`config.mk`:
```
export PLATFORM = sky130hd
export DESIGN_NAME = iole_cell
export DESIGN_NICKNAME = d
export VERILOG_FILES = /design/src/design/iole_pkg.sv /design/src/design/iole_cell.sv
export SDC_FILE = /design/constraint.sdc
export NUM_CORES = 1
export LEC_CHECK = 0
export BUFFER_PORTS_ARGS = -buffer_cell sky130_fd_sc_hd__buf_4
export CAP_MARGIN = 15
export CORE_MARGIN = 5
export CORE_UTILIZATION = 30
export CTS_CLUSTER_SIZE = 14
export DETAILED_ROUTE_END_ITERATION = 10
export GPL_ROUTABILITY_DRIVEN = 0
export PLACE_DENSITY_LB_ADDON = 0.1
export SLEW_MARGIN = 20
export SYNTH_ARGS = -nofsm -noshare
export SYNTH_HDL_FRONTEND = slang
export SYNTH_SLANG_ARGS = --single-unit
```
`constraint.sdc`:
```
create_clock -name clk -period 1.7 [get_ports clk]
set_input_delay 0.34 -clock clk [delete_from_list [all_inputs] [get_ports clk]]
set_output_delay 0.34 -clock clk [all_outputs]
set_load 0.02 [all_outputs]
```
`src/design/iole_pkg.sv`:
```
`default_nettype none
package iole_pkg;

	localparam int CAPACITY = 64;
	localparam int DATA_W   = 32;
	localparam int OP_W     = 4;
	localparam int POS_W    = 7;
	localparam int FPOS_W   = 6;
	localparam int CNT_W    = 7;
	localparam int IDX_W    = $clog2(CAPACITY);

	localparam int IN_BITS  = OP_W + POS_W + DATA_W;
	localparam int IN_W     = ((IN_BITS + 7) / 8) * 8;
	localparam int OUT_BITS = 1 + DATA_W + 1 + FPOS_W + CNT_W + 1;
	localparam int OUT_W    = ((OUT_BITS + 7) / 8) * 8;

	typedef enum logic [OP_W-1:0] {
		OP_PUSH_FRONT = 4'd0,
		OP_PUSH_BACK  = 4'd1,
		OP_INSERT     = 4'd2,
		OP_POP_FRONT  = 4'd3,
		OP_POP_BACK   = 4'd4,
		OP_REMOVE     = 4'd5,
		OP_UPDATE     = 4'd6,
		OP_GET        = 4'd7,
		OP_SEARCH     = 4'd8,
		OP_CLEAR      = 4'd9
	} iole_op_t;

	// per-cell command; at most one of the first three is set
	typedef struct packed {
		logic take_left;   // take the lower neighbor's value (open a gap)
		logic take_right;  // take the upper neighbor's value (close a gap)
		logic load;        // take the request value
		logic pick;        // present own value on the read tree
	} iole_cell_ctl_t;

endpackage
`default_nettype wire

```
`src/design/iole_cell.sv`:
```
`default_nettype none
module iole_cell (
	input  wire                            clk,
	input  iole_pkg::iole_cell_ctl_t       ctl,
	input  wire  [iole_pkg::DATA_W-1:0]    left_value,
	input  wire  [iole_pkg::DATA_W-1:0]    right_value,
	input  wire  [iole_pkg::DATA_W-1:0]    key,
	output logic [iole_pkg::DATA_W-1:0]    value,
	output logic                           match,
	output logic [iole_pkg::DATA_W-1:0]    pick_value
);
	import iole_pkg::*;

	logic [DATA_W-1:0] value_q;
	logic              match_q;
	logic [DATA_W-1:0] pick_q;

	// payload only, no reset
	always_ff @(posedge clk) begin
		priority if (ctl.take_left) begin
			value_q <= left_value;
		end else if (ctl.take_right) begin
			value_q <= right_value;
		end else if (ctl.load) begin
			value_q <= key;
		end
		// compare and read use the value before this cycle's update
		match_q <= (value_q == key);
		pick_q  <= ctl.pick ? value_q : '0;
	end

	assign value      = value_q;
	assign match      = match_q;
	assign pick_value = pick_q;

endmodule
`default_nettype wire

```
# Word level (Yosys, flattened, before mapping)
# Index checks and enable logic that the tools add are counted.
[op_classes]
multipliers = 0
order_cmp = 0
n_addsub = 0
reduce_logical = 1
n_eq_ne = 1
mux = 3
n_div = 0
n_shift = 0
bitwise = 0
[op_table]
columns = ["op", "count"]
rows = [
  ["two-way mux 32 bit", 3],
  ["== test 32 bit", 1],
  ["nonzero test 3 bit", 1],
]
[word_totals]
mem_bits_ro = 0
reg_bits = 65
latchBits = 0
ram_bits = 0
memories = 0
out_inout_bits = 65

# Logic depth before layout (Yosys ltp)
# Gate-level depths: netlist of run 1.
[logic_depth]
word_depth = 3
mapped_depth = 4
depth_no_buf = 4

# Worst setup path before layout of run 1
# No wires, ideal clock.
[synth_path]
path_kind = "input -> register"
from = "in ctl[2] (netlist name)"
to = "reg value_q[0] (netlist: value[0]) (enable)"
cell_stages = 2
path_buffers = 1
t_arrival_ps = 1254
setup_slack_ps = 32
cell_sequence = "buf_4 > or3_1"
[synth_via]
elab_chain_cells = 1
[synth_lines]
columns = ["element", "line", "rtl"]
rows = [
  ["from (decl)", "iole_cell.sv:4", "input iole_pkg::iole_cell_ctl_t ctl,"],
  ["nonzero test 3 bit (no source line)", "-", ""],
  ["to (signal assigned)", "iole_cell.sv:21", "value_q <= left_value;"],
  ["to (signal assigned)", "iole_cell.sv:23", "value_q <= right_value;"],
  ["to (signal assigned)", "iole_cell.sv:25", "value_q <= key;"],
  ["to (decl)", "iole_cell.sv:14", "logic [DATA_W-1:0] value_q;"],
]
# No other way between the ends.
# A chain may end at the register's enable or synchronous reset.

# Worst setup path in the final report of run 1
[layout_path]
from = "reg value_q[18] (netlist: value[18])"
to = "reg match_q (netlist: match)"
[layout_via]
elab_chain_cells = 1
[layout_lines]
columns = ["element", "line", "rtl"]
rows = [
  ["== test 32 bit", "iole_cell.sv:28", "match_q <= (value_q == key);"],
  ["to (signal assigned)", "iole_cell.sv:28", ""],
  ["to (decl)", "iole_cell.sv:15", "logic match_q;"],
]
# No other way between the ends.

==> flow_summary.ini, run 1 <==
[outcome]
status = finished, final reports clean

[clocking]
clk_latency_ps = 320
cts_setup_buffers = 0
cts_tree = built
clockBufferDepth = 2
cts_hold_buffers = 0
cts_resized = 0
htreeDepth = 3
clock-sinks = 65
cts_buffers = 9
path_clk_slew_ps = 80
cts-root-buf = clkbuf_8

[min_path]
hold_depth = 3
hold_path.class = input pin to register

[worst_setup_path]
arrival_ps = 1710
critPathKind = register to register
cp_num_cells = 4
crit_path_max_incr_delay_ps = 490
critPathTopFamily = simple AND/OR/NAND/NOR gates
end_kind = register
crit_buf_inv = 0
crit_chain = xor2_1 -> nor4_1 -> nand4_1 -> nor2_1
reg2reg_depth = 4
slowest_stage = nor4_1
critPathRequiredTime_ps = 1970
cp-start-kind = register
crit_fanout = 3

[sta]
fin_setup_tns_ps = 0
max_freq_mhz = 692
worstMarginPinSlew_ps = 498
rsz0062_at_grt = no
setup_viol = 0
slew_viol_final = 0
slew_headroom_pct = 66.5
period_share_pct = 85.0
worst_clock_skew_ps = 8.88
finalCriticalPeriod_ps = 1450
hold_viol_final = 0

[synth]
avgSynthCellArea_sq_um = 11.4
syn_nets = 352
yosys_warnings = 0
yosysUniqueCellTypes = 15
synth_cells = 251
synth.top_cell.area_share_pct = 33.6
syn-cell-area_sq_um = 2860
ys_ff_latch = 65
yosysSeqAreaShare_pct = 56.8
yosys-top-cells-area = edfxtp_1 (34%), dfxtp_1 (23%), mux2i_1 (11%), xor2_1 (9.8%), and2_1 (7.0%)
synth_top_cell_by_area = edfxtp_1

[pwr]
power.density_nw_per_um2 = 950
peakVddDrop_mv = 0.414
p_leak_uw = 0.00209

[global_route]
grt_pass1_wl_um = 13200
gr-total-overflow = 0
grt_pass1_vias = 2451
grt_max_degree = 33
grt_use_total_pct = 15.3
antenna_found_initial = 0

[placed_design]
io_buffers = 165
dp_cells = 537
dp_hpwl_um = 6950

[floorplan]
die-height_um = 108
io_pins = 166
die_w_um = 108
row_count = 35
core_sq_um = 9280
initial_core_util_pct = 30.8
die-area_sq_um = 11600

[detailed_routing]
ant_nets = 0
drc = 0
via_per_inst = 4.33
routed_wl_um = 8900
firstDrtPassIters = 6
vias = 2392
drt_iter0_markers = 77
wl_per_cell_um = 16.1

[final_layout]
layout-drive-gt1-share_pct = 43.6
area_growth_pct = 55.1
finalNetCount = 520
antenna_cells = 0
final_cells = 553

[run]
cap_violations = 0
-- report_power, final --
group	internal, uW	total, uW	switching, uW
combinational	474	950	476
clock	755	1340	589
sequential	1820	1920	99.9
-- sequential cells by signal, indices dropped and copies added (netlist names) --
signal,cells
match,1
pick_value,32
value,32
-- path summary, 6_finish.rpt --
kind                 startpoint             end  slack (ps)
setup / recovery      value[18]           match         250
hold / removal    left_value[0]        value[0]         290
setup reg to reg      value[18]           match         250
hold reg to reg       value[22]  pick_value[22]         520
-- metal layers --
metal | GRT usage [%] | up-vias | routed length, um
met5 | 0 | - | 0
met4 | 5.32 | 0 | 137
li1 | - | 1200 | -
met1 | 19.1 | 1072 | 3800
met2 | 24.2 | 108 | 4200
met3 | 5.58 | 12 | 766
-- cell usage after synthesis --
cell / number
and2_1: 32
o21ai_0: 32
mux2i_1: 32
xor2_1: 32
buf_6: 3
buf_4: 1
or3_1: 1
nor2_1: 1
clkbuf_1: 8
buf_2: 2
nand2_1: 32
nor4_1: 8
dfxtp_1: 33
nand4_1: 2
edfxtp_1: 32
-- cell families after synthesis --
kind of cell    Yosys count  synth area share, %
buf+inv                  14                 2.85
simple gates             76                 13.8
flops                    65                 56.8
xor+xnor                 32                 9.81
mux                      32                 11.2
compound gates           32                 5.61
-- tightest hold or removal path: stages --
cell and delay (ps):
buf_4 70, nand2_1 40, o21ai_0 50
-- cells in the final DEF, fill, tap and decap left out, drive strengths merged --
cell type,synthesis,layout
bufinv,0,1
nor2,1,1
mux2i,32,32
o21ai,32,32
dfxtp,33,33
or3,1,1
clkbuf,8,13
and2,32,32
edfxtp,32,32
xor2,32,32
nand2,32,32
clkinv,0,2
nand4,2,2
nor4,8,8
buf,6,171
-- through the flow --
stage | power (uW) | cell area, sq um | utilization (%) | worst slack (ps) | hold slack (ps)
2_1_floorplan | 2380 | 2860 | - | 32.0 | 467
3_3_place_gp | 2920 | 4230 | 45.6 | 215 | 507
3_5_place_dp | 2920 | 4230 | 45.6 | 218 | 512
4_1_cts | 4280 | 4430 | 47.7 | 216 | 265
5_1_grt | 4430 | 4430 | 47.7 | 155 | 258
6_report | 4210 | 4430 | 47.7 | 255 | 290
-- area by class of cell --
cell class,instances,area [sq um]
clock inverters,3,40.0
clock buffers,13,159
repair buffers,171,1300
flip-flops and latches,65,1620
multi-input cells,172,1150
well taps,129,161
fillers,918,4850
(Power assumes the default switching activity.)
==> run 2, diff against run 1 <==
Settings changed: RECOVER_POWER set to 25.
==> run 2 against run 1 <==
  * Worst hold slack got worse by 0.64 ps
  * Wire length about the same
  * Cell area about the same
  * Largest cell class unchanged
  * Highest routed layer unchanged
==> flow_summary.ini, run 2 (same netlist as run 1, synthesis figures left out) <==
[outcome]
status = finished, final reports clean

[detailed_routing]
firstDrtPassIters = 6
drc = 0
drt_iter0_markers = 60
routed_wl_um = 8890
wl_per_cell_um = 16.1
vias = 2396
ant_nets = 0
via_per_inst = 4.33

[floorplan]
die-height_um = 108
initial_core_util_pct = 30.8
row_count = 35
die-area_sq_um = 11600
core_sq_um = 9280
io_pins = 166
die_w_um = 108

[final_layout]
layout-drive-gt1-share_pct = 43.4
final_common_cell = buf_4
register_area_sq_um = 1620
multi_input_area_sq_um = 1150
num-fill-cells = 918
antenna_cells = 0
final_cell_mix = buf_4 (169), dfxtp_1 (33)
fin_util_pct = 47.7
area_growth_pct = 55.0
finalNetCount = 520
finalInstanceArea_sq_um = 4430

[pwr]
pwr-share-clk_pct = 31.9
seq_power_share_pct = 45.6
switchingPower_uw = 1160
p_leak_uw = 0.00208
power.density_nw_per_um2 = 950
peakVddDrop_mv = 0.414
p_sw_share_pct = 27.6
p_int_uw = 3040
comb_power_share_pct = 22.5

[sta]
setup_ws_ps = 241
setup_viol = 0
finalCriticalPeriod_ps = 1460
rsz0062_at_grt = no
fin_setup_tns_ps = 0
period_share_pct = 85.8
slew_viol_final = 0
slew_headroom_pct = 48.9
hold_viol_final = 0
max_freq_mhz = 685
worst_clock_skew_ps = 8.46
worstMarginPinSlew_ps = 767

[worst_setup_path]
arrival_ps = 1520
cp-start-kind = input pin
crit_fanout = 25
critPathRequiredTime_ps = 1760
reg2reg_depth = 4
critPathKind = input pin to register
ff2ff_setup_slack_ps = 250
r2r_start = value[18]
end_kind = register
rr_endpoint = match

[clocking]
clk_latency_ps = 320
cts_setup_buffers = 0
cts-root-buf = clkbuf_8
path_clk_slew_ps = 70
clock-sinks = 65
cts_resized = 0
cts_hold_buffers = 0
cts_buffers = 9
cts_tree = built
clockBufferDepth = 2
htreeDepth = 3

[min_path]
hp-start = left_value[0]
hold_path.class = input pin to register
hold_depth = 3
worstHoldEndpoint = value[0]

[placed_design]
io_buffers = 165
post-place-ws_ps = 218
dp_hpwl_um = 6950
place_area_sq_um = 4230

[run]
cap_violations = 0

[global_route]
gr-total-overflow = 0
grt_use_total_pct = 15.3
antenna_found_initial = 0
grt_pass1_wl_um = 13200
grt_pass1_vias = 2451
grt_max_degree = 33
==> run 2: metal layers <==
| metal | global-route usage, % | share of wire, % | vias up |
|---|---|---|---|
| met4 | 5.32 | 1.4 | 0 |
| li1 | - | - | 1200 |
| met5 | 0 | 0 | - |
| met1 | 19.1 | 42 | 1077 |
| met2 | 24.2 | 47 | 107 |
| met3 | 5.58 | 8.9 | 12 |
==> run 2: layout make-up <==
type,count,area share [%]
Clock inverter,3,0.904
Timing Repair Buffer,171,29.2
Clock buffer,13,3.59
Multi-Input combinational cell,172,26.1
Sequential cell,65,36.6
Tap cell,129,3.65
==> run 2: worst max path at each step <==
| stage | from | end | slack (ps) | depth (start not counted) |
|---|---|---|---|---|
| 5_1_grt | value[18] | match | 150 | 4 |
| 4_1_cts | value[18] | match | 220 | 4 |
| 3_3_place_gp | key[18] | match | 220 | 5 |
| 6_report | ctl[2] | value[25] | 240 | 4 |
| 3_5_place_dp | key[18] | match | 220 | 5 |
| 2_1_floorplan | ctl[2] | value[0] | 30 | 2 |
==> run 2: metrics by stage <==
step / hold WS, ps / cells / power, uW
after floorplan: 467 / 251 / 2380
after global placement: 507 / 537 / 2920
after detailed placement: 512 / 537 / 2920
after CTS: 265 / 553 / 4280
after global routing: 258 / 553 / 4430
final: 290 / 553 / 4200
==> run 2: power groups by stage <==
stage          clock network, uW  registers (uW)  logic (uW)
5_1_grt                     1470            1940        1020
4_1_cts                     1390            1920         969
3_5_place_dp                   0            1950         967
6_report                    1340            1920         948
3_3_place_gp                   0            1950         966
2_1_floorplan                  0            2130         254
==> run 2: worst max-delay path, stage by stage <==
cell and delay [ps]:
clkbuf_1 560, buf_12 310, mux2i_1 200, o21ai_0 90
